File: config.mk
export PLATFORM = sky130hd
export DESIGN_NAME = sha256_message_hasher_flat
export DESIGN_NICKNAME = d
export VERILOG_FILES = /design/src/design/sha_pkg.sv /design/src/design/sha_if.sv /design/src/design/sha_fifo.sv /design/src/design/sha_core.sv /design/src/design/sha256_message_hasher.sv /design/src/flat_wrapper.sv
export VERILOG_INCLUDE_DIRS = /design/src /design/src/design
export SDC_FILE = /design/constraint.sdc
export NUM_CORES = 2
export LEC_CHECK = 0
export BUFFER_PORTS_ARGS = -buffer_cell sky130_fd_sc_hd__buf_2
export CORE_AREA = 4 4 427 429
export DETAILED_ROUTE_END_ITERATION = 10
export DIE_AREA = 0 0 431 433
export SKIP_LAST_GASP = 1
export SLEW_MARGIN = 20
export SYNTH_ARGS = -nofsm -noshare
export SYNTH_HDL_FRONTEND = slang
export SYNTH_SLANG_ARGS = --single-unit
File: constraint.sdc
create_clock -name clk -period 26.6 [get_ports clk]
set_input_delay 1.33 -clock clk [delete_from_list [all_inputs] [get_ports clk]]
set_output_delay 1.33 -clock clk [all_outputs]
set_load 0.005 [all_outputs]
File: src/design/sha256_message_hasher_macros.svh
// Assertion macros for the hasher.
`ifndef SHA256_MESSAGE_HASHER_MACROS_SVH
`define SHA256_MESSAGE_HASHER_MACROS_SVH
`ifndef ASSERT_OFF
`define SHA_ASSERT(label, clk, rst_n, prop) \
	label: assert property (@(posedge clk) disable iff (!rst_n) prop) else $error("assertion failed");
`define SHA_ASSERT_NEVER(label, clk, rst_n, expr) \
	label: assert property (@(posedge clk) disable iff (!rst_n) !(expr)) else $error("never failed");
`else
`define SHA_ASSERT(label, clk, rst_n, prop)
`define SHA_ASSERT_NEVER(label, clk, rst_n, expr)
`endif
`endif

File: src/design/sha_pkg.sv
package sha_pkg;
	localparam logic REQ_DATA   = 1'b0;
	localparam logic REQ_FINISH = 1'b1;

	localparam logic [31:0] INIT_HASH [8] = '{
		32'h6a09e667, 32'hbb67ae85, 32'h3c6ef372, 32'ha54ff53a,
		32'h510e527f, 32'h9b05688c, 32'h1f83d9ab, 32'h5be0cd19};

	localparam logic [31:0] ROUND_K [64] = '{
		32'h428a2f98, 32'h71374491, 32'hb5c0fbcf, 32'he9b5dba5, 32'h3956c25b, 32'h59f111f1,
		32'h923f82a4, 32'hab1c5ed5, 32'hd807aa98, 32'h12835b01, 32'h243185be, 32'h550c7dc3,
		32'h72be5d74, 32'h80deb1fe, 32'h9bdc06a7, 32'hc19bf174, 32'he49b69c1, 32'hefbe4786,
		32'h0fc19dc6, 32'h240ca1cc, 32'h2de92c6f, 32'h4a7484aa, 32'h5cb0a9dc, 32'h76f988da,
		32'h983e5152, 32'ha831c66d, 32'hb00327c8, 32'hbf597fc7, 32'hc6e00bf3, 32'hd5a79147,
		32'h06ca6351, 32'h14292967, 32'h27b70a85, 32'h2e1b2138, 32'h4d2c6dfc, 32'h53380d13,
		32'h650a7354, 32'h766a0abb, 32'h81c2c92e, 32'h92722c85, 32'ha2bfe8a1, 32'ha81a664b,
		32'hc24b8b70, 32'hc76c51a3, 32'hd192e819, 32'hd6990624, 32'hf40e3585, 32'h106aa070,
		32'h19a4c116, 32'h1e376c08, 32'h2748774c, 32'h34b0bcb5, 32'h391c0cb3, 32'h4ed8aa4a,
		32'h5b9cca4f, 32'h682e6ff3, 32'h748f82ee, 32'h78a5636f, 32'h84c87814, 32'h8cc70208,
		32'h90befffa, 32'ha4506ceb, 32'hbef9a3f7, 32'hc67178f2};

	typedef struct packed {
		logic       req_type;
		logic [7:0] data_byte;
	} sha_req_t;

	typedef struct packed {
		logic [63:0] digest_part;
		logic [1:0]  part_index;
		logic        last_part;
	} sha_rsp_t;
endpackage

File: src/design/sha_if.sv
interface sha_req_if;
	import sha_pkg::*;
	logic       valid;
	logic       ready;
	logic       req_type;
	logic [7:0] data_byte;
	modport source (output valid, req_type, data_byte, input ready);
	modport sink (input valid, req_type, data_byte, output ready);
endinterface

interface sha_rsp_if;
	logic        valid;
	logic        ready;
	logic [63:0] digest_part;
	logic [1:0]  part_index;
	logic        last_part;
	modport source (output valid, digest_part, part_index, last_part, input ready);
	modport sink (input valid, digest_part, part_index, last_part, output ready);
endinterface

File: src/design/sha_fifo.sv
// Two-entry request queue between front and back.
module sha_fifo import sha_pkg::*; (
	input  logic     clk,
	input  logic     arst_n,
	input  logic     push,
	input  sha_req_t push_data,
	output logic     full,
	input  logic     pop,
	output sha_req_t pop_data,
	output logic     empty
);
	sha_req_t   mem_q [2];
	logic       wr_q, rd_q;
	logic [1:0] cnt_q;

	assign full     = cnt_q == 2'd2;
	assign empty    = cnt_q == 2'd0;
	assign pop_data = mem_q[rd_q];

	always_ff @(posedge clk) begin
		if (push && !full) mem_q[wr_q] <= push_data;
	end

	always_ff @(posedge clk or negedge arst_n) begin
		if (!arst_n) begin
			wr_q  <= 1'b0;
			rd_q  <= 1'b0;
			cnt_q <= 2'd0;
		end else begin
			if (push && !full) wr_q <= ~wr_q;
			if (pop && !empty) rd_q <= ~rd_q;
			cnt_q <= cnt_q + 2'((push && !full) ? 1 : 0) - 2'((pop && !empty) ? 1 : 0);
		end
	end
endmodule

File: src/design/sha_core.sv
// Back end: block bytes gather in the schedule window, padding, 64-round compression,
// digest output.
module sha_core import sha_pkg::*; (
	input  logic     clk,
	input  logic     arst_n,
	input  logic     req_valid,
	input  sha_req_t req,
	output logic     req_pop,
	sha_rsp_if.source rsp
);
	localparam logic [2:0] ST_IDLE  = 3'd0;
	localparam logic [2:0] ST_LOAD  = 3'd1;
	localparam logic [2:0] ST_ROUND = 3'd2;
	localparam logic [2:0] ST_ADD   = 3'd3;
	localparam logic [2:0] ST_PAD   = 3'd4;
	localparam logic [2:0] ST_OUT   = 3'd5;

	logic [2:0]  state_q;
	logic [5:0]  fill_q;
	logic [63:0] bits_q;
	logic [31:0] hash_q [8];
	logic [31:0] w_q [16];      // block bytes, big-endian words, then schedule
	logic [31:0] v_q [8];
	logic [5:0]  rnd_q;
	logic        fin_q;     // finishing: after compression pad more or emit
	logic        len_blk_q; // current padded block carries the bit length
	logic [1:0]  part_q;
	logic [63:0] part_q_data;

	// padding byte for the current fill position
	logic [7:0] pad_byte;
	always_comb begin
		if (fill_q >= 6'd56 && len_blk_q && fin_q)
			pad_byte = bits_q[8'(6'd63 - fill_q) * 8 +: 8];
		else
			pad_byte = 8'h00;
	end

	// round logic
	logic [31:0] w2, w7, w15, w16, s0, s1, wn, wr, t1, t2, e, a;
	always_comb begin
		w2  = w_q[4'(rnd_q - 6'd2)];
		w7  = w_q[4'(rnd_q - 6'd7)];
		w15 = w_q[4'(rnd_q - 6'd15)];
		w16 = w_q[rnd_q[3:0]];
		s1  = {w2[16:0], w2[31:17]} ^ {w2[18:0], w2[31:19]} ^ (w2 >> 10);
		s0  = {w15[6:0], w15[31:7]} ^ {w15[17:0], w15[31:18]} ^ (w15 >> 3);
		wn  = s1 + w7 + s0 + w16;
		wr  = (rnd_q >= 6'd16) ? wn : w16;
		e   = v_q[4];
		a   = v_q[0];
		t1  = v_q[7] + ({e[5:0], e[31:6]} ^ {e[10:0], e[31:11]} ^ {e[24:0], e[31:25]})
			+ ((e & v_q[5]) ^ (~e & v_q[6])) + ROUND_K[rnd_q] + wr;
		t2  = ({a[1:0], a[31:2]} ^ {a[12:0], a[31:13]} ^ {a[21:0], a[31:22]})
			+ ((a & v_q[1]) ^ (a & v_q[2]) ^ (v_q[1] & v_q[2]));
	end

	assign req_pop = state_q == ST_IDLE && req_valid;
	assign part_q_data = {hash_q[{part_q, 1'b0}], hash_q[{part_q, 1'b1}]};
	assign rsp.valid = state_q == ST_OUT;
	assign rsp.digest_part = part_q_data;
	assign rsp.part_index = part_q;
	assign rsp.last_part = part_q == 2'd3;

	always_ff @(posedge clk) begin
		// byte lane: fill position 0 of a word lands in bits 31:24
		if (req_pop && req.req_type == REQ_DATA)
			w_q[fill_q[5:2]][{~fill_q[1:0], 3'b000} +: 8] <= req.data_byte;
		else if (req_pop)
			w_q[fill_q[5:2]][{~fill_q[1:0], 3'b000} +: 8] <= 8'h80;
		else if (state_q == ST_PAD)
			w_q[fill_q[5:2]][{~fill_q[1:0], 3'b000} +: 8] <= pad_byte;
		if (state_q == ST_LOAD) begin
			for (int i = 0; i < 8; i++) v_q[i] <= hash_q[i];
		end else if (state_q == ST_ROUND) begin
			w_q[rnd_q[3:0]] <= wr;
			v_q[7] <= v_q[6];
			v_q[6] <= v_q[5];
			v_q[5] <= v_q[4];
			v_q[4] <= v_q[3] + t1;
			v_q[3] <= v_q[2];
			v_q[2] <= v_q[1];
			v_q[1] <= v_q[0];
			v_q[0] <= t1 + t2;
		end
	end

	always_ff @(posedge clk or negedge arst_n) begin
		if (!arst_n) begin
			state_q   <= ST_IDLE;
			fill_q    <= 6'd0;
			bits_q    <= 64'd0;
			rnd_q     <= 6'd0;
			fin_q     <= 1'b0;
			len_blk_q <= 1'b0;
			part_q    <= 2'd0;
			for (int i = 0; i < 8; i++) hash_q[i] <= INIT_HASH[i];
		end else begin
			unique case (state_q)
				ST_IDLE: begin
					if (req_pop) begin
						fill_q <= fill_q + 6'd1;
						if (req.req_type == REQ_DATA) begin
							bits_q <= bits_q + 64'd8;
							if (fill_q == 6'd63) state_q <= ST_LOAD;
						end else begin
							fin_q     <= 1'b1;
							// marker at 56 or later spills the length into an extra block
							len_blk_q <= fill_q < 6'd56;
							state_q   <= (fill_q == 6'd63) ? ST_LOAD : ST_PAD;
						end
					end
				end
				ST_PAD: begin
					fill_q <= fill_q + 6'd1;
					if (fill_q == 6'd63) state_q <= ST_LOAD;
				end
				ST_LOAD: begin
					rnd_q   <= 6'd0;
					state_q <= ST_ROUND;
				end
				ST_ROUND: begin
					rnd_q <= rnd_q + 6'd1;
					if (rnd_q == 6'd63) state_q <= ST_ADD;
				end
				ST_ADD: begin
					for (int i = 0; i < 8; i++) hash_q[i] <= hash_q[i] + v_q[i];
					if (!fin_q) state_q <= ST_IDLE;
					else if (len_blk_q) begin
						state_q <= ST_OUT;
						part_q  <= 2'd0;
					end else begin
						len_blk_q <= 1'b1;
						state_q   <= ST_PAD;
					end
				end
				ST_OUT: begin
					if (rsp.ready) begin
						part_q <= part_q + 2'd1;
						if (part_q == 2'd3) begin
							state_q   <= ST_IDLE;
							fin_q     <= 1'b0;
							len_blk_q <= 1'b0;
							bits_q    <= 64'd0;
							fill_q    <= 6'd0;
							for (int i = 0; i < 8; i++) hash_q[i] <= INIT_HASH[i];
						end
					end
				end
				default: state_q <= ST_IDLE;
			endcase
		end
	end
endmodule

File: src/design/sha256_message_hasher.sv
// SHA-256 message hasher.
// Channel in (sha_req_if sink): one request per byte, req_type 0 carries
// data_byte, req_type 1 finishes the message.
// Channel out (sha_rsp_if source): four results per finish, digest_part
// big-endian H0:H1 first, part_index 0..3, last_part on the fourth.
// A two-entry queue takes requests while the back end compresses.
// Flow: the core takes data bytes while idle; after the 64th byte of a block
// it runs load, 64 rounds at one per cycle in the shared round unit, then add.
// A finish pads one byte per cycle to the block end, compresses, possibly
// pads and compresses a second block, then shows 4 parts.
// Reset: hash words load the standard initial values, counters clear,
// queue empties. Output stall holds the current part; input backs up
// into the queue, then ready drops.
module sha256_message_hasher import sha_pkg::*; (
	input  logic      clk,
	input  logic      arst_n,
	sha_req_if.sink   in_req,
	sha_rsp_if.source out_rsp
);
	`include "sha256_message_hasher_macros.svh"

	sha_req_t push_data, pop_data;
	logic     full, empty, pop;

	assign push_data    = '{req_type: in_req.req_type, data_byte: in_req.data_byte};
	assign in_req.ready = !full;

	sha_fifo u_fifo (
		.clk(clk), .arst_n(arst_n),
		.push(in_req.valid), .push_data(push_data), .full(full),
		.pop(pop), .pop_data(pop_data), .empty(empty)
	);

	sha_core u_core (
		.clk(clk), .arst_n(arst_n),
		.req_valid(!empty), .req(pop_data), .req_pop(pop),
		.rsp(out_rsp)
	);

	`SHA_ASSERT_NEVER(a_pop_empty, clk, arst_n, pop && empty)
	`SHA_ASSERT(a_last_idx, clk, arst_n, out_rsp.valid && out_rsp.last_part |-> out_rsp.part_index == 2'd3)
	`SHA_ASSERT(a_no_pop_out, clk, arst_n, out_rsp.valid |-> !pop)
endmodule
File: src/flat_wrapper.sv
// flat-port wrapper written by rule: the top's interface ports become plain ports
module sha256_message_hasher_flat import sha_pkg::*;
  (clk, arst_n, in_req_valid, in_req_req_type, in_req_data_byte, in_req_ready, out_rsp_valid, out_rsp_digest_part, out_rsp_part_index, out_rsp_last_part, out_rsp_ready);
  sha_req_if in_req_i ();
  sha_rsp_if out_rsp_i ();
  input  logic clk;
  input  logic arst_n;
  input wire logic [$bits(in_req_i.valid)-1:0] in_req_valid;
  input wire logic [$bits(in_req_i.req_type)-1:0] in_req_req_type;
  input wire logic [$bits(in_req_i.data_byte)-1:0] in_req_data_byte;
  output wire logic [$bits(in_req_i.ready)-1:0] in_req_ready;
  output wire logic [$bits(out_rsp_i.valid)-1:0] out_rsp_valid;
  output wire logic [$bits(out_rsp_i.digest_part)-1:0] out_rsp_digest_part;
  output wire logic [$bits(out_rsp_i.part_index)-1:0] out_rsp_part_index;
  output wire logic [$bits(out_rsp_i.last_part)-1:0] out_rsp_last_part;
  input wire logic [$bits(out_rsp_i.ready)-1:0] out_rsp_ready;
  assign in_req_i.valid = in_req_valid;
  assign in_req_i.req_type = in_req_req_type;
  assign in_req_i.data_byte = in_req_data_byte;
  assign in_req_ready = in_req_i.ready;
  assign out_rsp_valid = out_rsp_i.valid;
  assign out_rsp_digest_part = out_rsp_i.digest_part;
  assign out_rsp_part_index = out_rsp_i.part_index;
  assign out_rsp_last_part = out_rsp_i.last_part;
  assign out_rsp_i.ready = out_rsp_ready;
  sha256_message_hasher u_core (.clk(clk), .arst_n(arst_n), .in_req(in_req_i), .out_rsp(out_rsp_i));
endmodule
---- Word-level counts from Yosys, hierarchy flattened ----
Memories as Yosys holds them, arrays and structs flattened.
Index checks and enable logic that the tools add are counted.
word-level totals
  register bits ........................... 343
  bits in writable memories ............... 786
  memory bits (read-only) ................. 2048
  input port bits ......................... 13
  word-level logic and storage cells ...... 337
  memories ................................ 4
operators by class
  add/subtract/negate cells ............... 29
  order comparisons ....................... 6
  equal/unequal tests ..................... 17
  shifts and indexed selects .............. 5
  multiplexer cells ....................... 139
  bitwise operators ....................... 96
  reductions and logical operators ........ 23
memories
  name                 depth  bits a word  rd ports  clocked after memory_dff  write ports  line            text
  (no name shown)      64     32           1         0                         0            sha_core.sv:53  + ((e & v_q[5]) ^ (~e & v_q[6])) + ROUND_K[rnd_q] + wr;
  u_core.u_core.w_q    16     32           4         0                         1            sha_core.sv:22  logic [31:0] w_q [16];
  u_core.u_core.v_q    8      32           8         0                         8            sha_core.sv:23  logic [31:0] v_q [8];
  u_core.u_fifo.mem_q  2      9            1         0                         1            sha_fifo.sv:12  sha_req_t mem_q [2];
operators by type and width
  cell                                                                          count
  32-bit 2-to-1 mux                                                             20
  32-bit adder                                                                  18
  256-bit 2-to-1 mux                                                            2
  256-bit case mux with 2 select lines                                          1
  32-bit bitwise XOR                                                            9
  64-bit 2-to-1 mux                                                             4
  32-bit binary-select mux with 3-bit select                                    2
  32-bit bitwise AND                                                            5
  64-bit case mux with 2 select lines                                           1
  1-bit 2-to-1 mux                                                              87
  1-bit OR                                                                      72
  64-bit by 4-bit adder with 64-bit output (second input constant)              1
  64-bit by 12-bit indexed part select with 8-bit output                        1
  8-bit by 7-bit indexed part select with 32-bit output                         2
  32-bit NOT                                                                    1
  32-bit OR reduction                                                           1
  8-bit by 7-bit variable shift with 32-bit output (first input constant)       1
  8-bit by 7-bit indexed part select with 32-bit output (first input constant)  1
  32-bit by 22-bit bitwise XOR with 32-bit output                               1
  32-bit by 29-bit bitwise XOR with 32-bit output                               1
  3-bit 2-to-1 mux                                                              8
  6-bit 2-to-1 mux                                                              3
  3-bit case mux with 6 select lines                                            1
  6-bit case mux with 3 select lines                                            1
  other kinds (42)                                                              71

---- Depth between registers and ports, before layout ----
An unclocked memory read counts as a cell.
  word-level depth ........................ 11
  depth in mapped cells ................... 62
  depth with buffers taken out ............ 53

---- Cells and area by module ----
Synthesis repeated with hierarchy kept, for this count alone.
unflattened totals
  cells, all modules ...................... 7797
  area total of the unflattened synthesis .. 83984.3 um2
by module, submodules not included
  module                 times used  cells each  area each (um2)
  sha_core               1           7749        83127.2
  sha_fifo               1           46          849.6
  sha256_message_hasher  1           2           7.5

---- Worst setup path before layout ----
OpenSTA, ideal clock, no wires.
  path type ............................... register -> register
  start ................................... reg u_core.u_core.rnd_q[1]
  end ..................................... mem u_core.u_core.v_q[0][31], data pin
  setup time .............................. 267 ps
  arrival ................................. 13906 ps
  path slack .............................. 12428 ps
  stages on the path, launching flop included .. 60
  buffers on the path ..................... 10
  period minus slack after synthesis ...... 14172 ps
  path through ............................ dfrtp_1 clkbuf_1 clkbuf_1 inv_1 clkbuf_1 buf_1 clkbuf_1 ha_1 buf_2 buf_4 clkbuf_1 clkbuf_1 clkbuf_1 mux4_2 mux4_2 xnor2_1 fa_1 fa_1 [24 not listed] xor2_1 inv_1 fa_1 inv_1 ha_1 nand4_1 nor2_1 a22o_1 a211o_1 a22oi_1 nand2b_1 o311a_1 a2111o_1 a31o_2 a21oi_1 xnor2_1 xnor2_1 o21ai_0
RTL lines
  item                    line             text
  start, declared         sha_core.sv:24   logic [5:0] rnd_q;
  start signal, assigned  sha_core.sv:123  rnd_q <= rnd_q + 6'd1;
  end, declared           sha_core.sv:23

==> impl_metrics.toml <==
[finish]
multi_input_area_um2 = 48100
num-fill-cells = 15800
layout_common_cells = "nand2_1 (991), edfxtp_1 (786), mux4_2 (520)"
syn_to_final_growth_pct = 9.12
fin_cells = 10200
regArea_um2 = 32300
fin_nets = 8309
drive_gt1_share_pct = 15.9
utilization_pct = 51.2
layout.cells.most_common = "nand2_1"

[setup_path]
r2r_start = "u_core.u_core.rnd_q[0]$_DFFE_PN0P_"
cpMostUsedCell = "fa_1"
path_class = "flop to flop"
crit_required_ns = 27.09
slowest_stage = "dfrtp_4"
arrival_ns = 17.31
crit_start = "u_core.u_core.rnd_q[0]$_DFFE_PN0P_"
cp_max_fo = 123
r2r_setup_slack_ns = 9.79
cp-start-kind = "flop"
cpPeakStageDelay_ns = 0.93
worst_setup_path_end_kind = "flop"

[clocking]
cts_made_buffers = 136
cts.clk_slew.worst_paths_ns = 0.06
cts_htree_levels = 4
cts_resized = 0
cts_buffer_depth = 3
hold_buffers = 0
clock_sinks = 1126
cts_setup_buffers = 0
cts_tree = "built"
root_buffer = "clkbuf_16"
clock_latency_ns = 0.80

[floorplanning]
die_x_um = 431
rows = 155
core-area_um2 = 178000
die_area_um2 = 187000
die_y_um = 433
start_util_pct = 46.9
ios = 82

[logic_synthesis]
postSynth.asyncResetShare_pct = 30.2
synth.avg_cell_area_um2 = 10.8
synth.area.top_cells = "edfxtp_1 (28%), mux4_2 (14%), ha_1 (6.3%)"
yosysTopAreaCell = "edfxtp_1"
synth_area_um2 = 83600
yosysWarnings = 0
synth.ff_latch_count = 1126
synth_cell_types = 87
synthFlopType = "edfxtp_1"
synth_top_area_share_pct = 28.2
synth_edf_count = 786
synth_nets = 8366
seq_area_frac_synth_pct = 38.6
syn_inst = 7740

[placed_design]
placed_cells = 9899
portBuffers = 81
dp_hpwl_um = 219000
gp_congestion = 0.978

[grt]
grt_use_total_pct = 31.7
grt_pass1_vias = 63800
antenna_found_initial = 4
grt_first_pass_wirelength_um = 434000
grt_max_degree = 199
grt.overflow.total = 0

[sta]
fin_crit_sh_pct = 63.2
slew_headroom_pct = 18.5
fin_skew_ns = 0.0296
maxClockFrequency_ghz = 0.0595
tightest_slew_ns = 1.21
fin_crit_ns = 16.81
hold_viol = 0
setup_viol = 0
rsz0062_at_grt = "no"
timing.setup.tns_ns = 0
drv_slew = 0

[hold_path]
hp-class = "flop to flop"
hold_start = "u_core.u_fifo.wr_q$_DFFE_PN0P_"

[routing]
drt-vias-per-instance = 6.38
drt_wl_total_um = 298000
drc = 0
first_pass_iters = 6
drt-wirelength-per-cell_um = 29.4
vias = 64800
drtAntennaViolNets = 0
drt-initial-drc-count = 6801

[status]
outcome = "completed"

[job]
max_cap_violations = 0
-- critical path: cells and delay by family, from the launching register on --
kind | cells | cell delay, ns
AOI/OAI and AO/OA | 16 | 4.22
xor gates and xnor gates | 4 | 0.68
adders and majority gates | 10 | 4.23
buffers and inverters | 10 | 3.33
DFF | 1 | 0.93
muxes | 2 | 1.25
and+or+nand+nor | 10 | 1.64
-- kinds of logic (layout without fill, tap and decap cells) --
group	count (synthesis)	count (layout)	share of synthesized area, %
buf+inv	915	970	4.18
simple gates	2057	2057	10.8
other cells	0	1	0
flops	1126	1126	38.6
xor+xnor	619	619	6.53
fa+ha+maj	618	618	11.0
mux	692	692	16.2
compound gates	1713	1713	12.7
-- routing by layer --
metal,up-vias,track usage (%),wire [µm]
met1,32400,40.6,115000
met4,8,18.5,20600
li1,28300,-,-
met2,3286,51.4,140000
met3,746,4.75,22900
met5,-,0,57
-- per-stage QoR --
step | worst slack (ns) | hold slack, ns | area (µm²)
floorplan | 12.43 | 0.461 | 83600
global placement | 9.89 | 0.487 | 86800
detailed placement | 9.89 | 0.483 | 86800
CTS | 9.84 | 0.495 | 91200
global route | 8.59 | 0.519 | 91200
finish | 9.79 | 0.498 | 91200
-- final cells by class --
type / instances / share of cell area, %
well taps: 2355 / 3.23
inverters: 471 / 1.94
diodes: 1 / 0.00274
multi-input cells: 5699 / 52.7
clock inverters: 64 / 0.539
flip-flops and latches: 1126 / 35.4
repair buffers: 249 / 1.96
clock buffers: 186 / 4.24
-- sequential cells by signal, indices dropped and copies added (netlist names) --
signal                        flops
u_core.u_core.bits_q             61
u_core.u_core.fill_q              6
u_core.u_core.fin_q               1
u_core.u_core.hash_q            256
u_core.u_core.len_blk_q           1
u_core.u_core.rnd_q               6
u_core.u_core.rsp.part_index      2
u_core.u_core.state_q             3
u_core.u_core.v_q               256
u_core.u_core.w_q               512
u_core.u_fifo.cnt_q               2
u_core.u_fifo.mem_q              18
u_core.u_fifo.rd_q                1
u_core.u_fifo.wr_q                1
-- synthesized netlist by cell type, drive strengths merged, types with 55 or more instances --
cell	count
clkbuf	341
ha	418
nor2	429
inv	469
buf	103
nor3	144
nand3	151
dfrtp	204
xnor2	355
nand2b	82
mux4	520
a21oi	481
edfxtp	786
fa	195
a21o	183
nand2	993
o21ai	500
mux2i	125
a31oi	55
xor2	262
dfstp	136
-- path summary, 6_finish.rpt --
kind,endpoint,cells past startpoint
max reg2reg,u_core.u_core.v_q[0][31]$_DFFE_PP_,52
max in group asynchronous,u_core.u_core.rnd_q[3]$_DFFE_PN0P_,3
min in group asynchronous,u_core.u_core.hash_q[163]$_DFFE_PN0P_,1
max,u_core.u_core.v_q[0][31]$_DFFE_PP_,52
min reg2reg,u_core.u_fifo.wr_q$_DFFE_PN0P_,1
min,u_core.u_fifo.wr_q$_DFFE_PN0P_,1
Power is left out: the tool's default activity adds up to more than one toggle a clock period on the data nets, which glitch-free logic cannot reach.
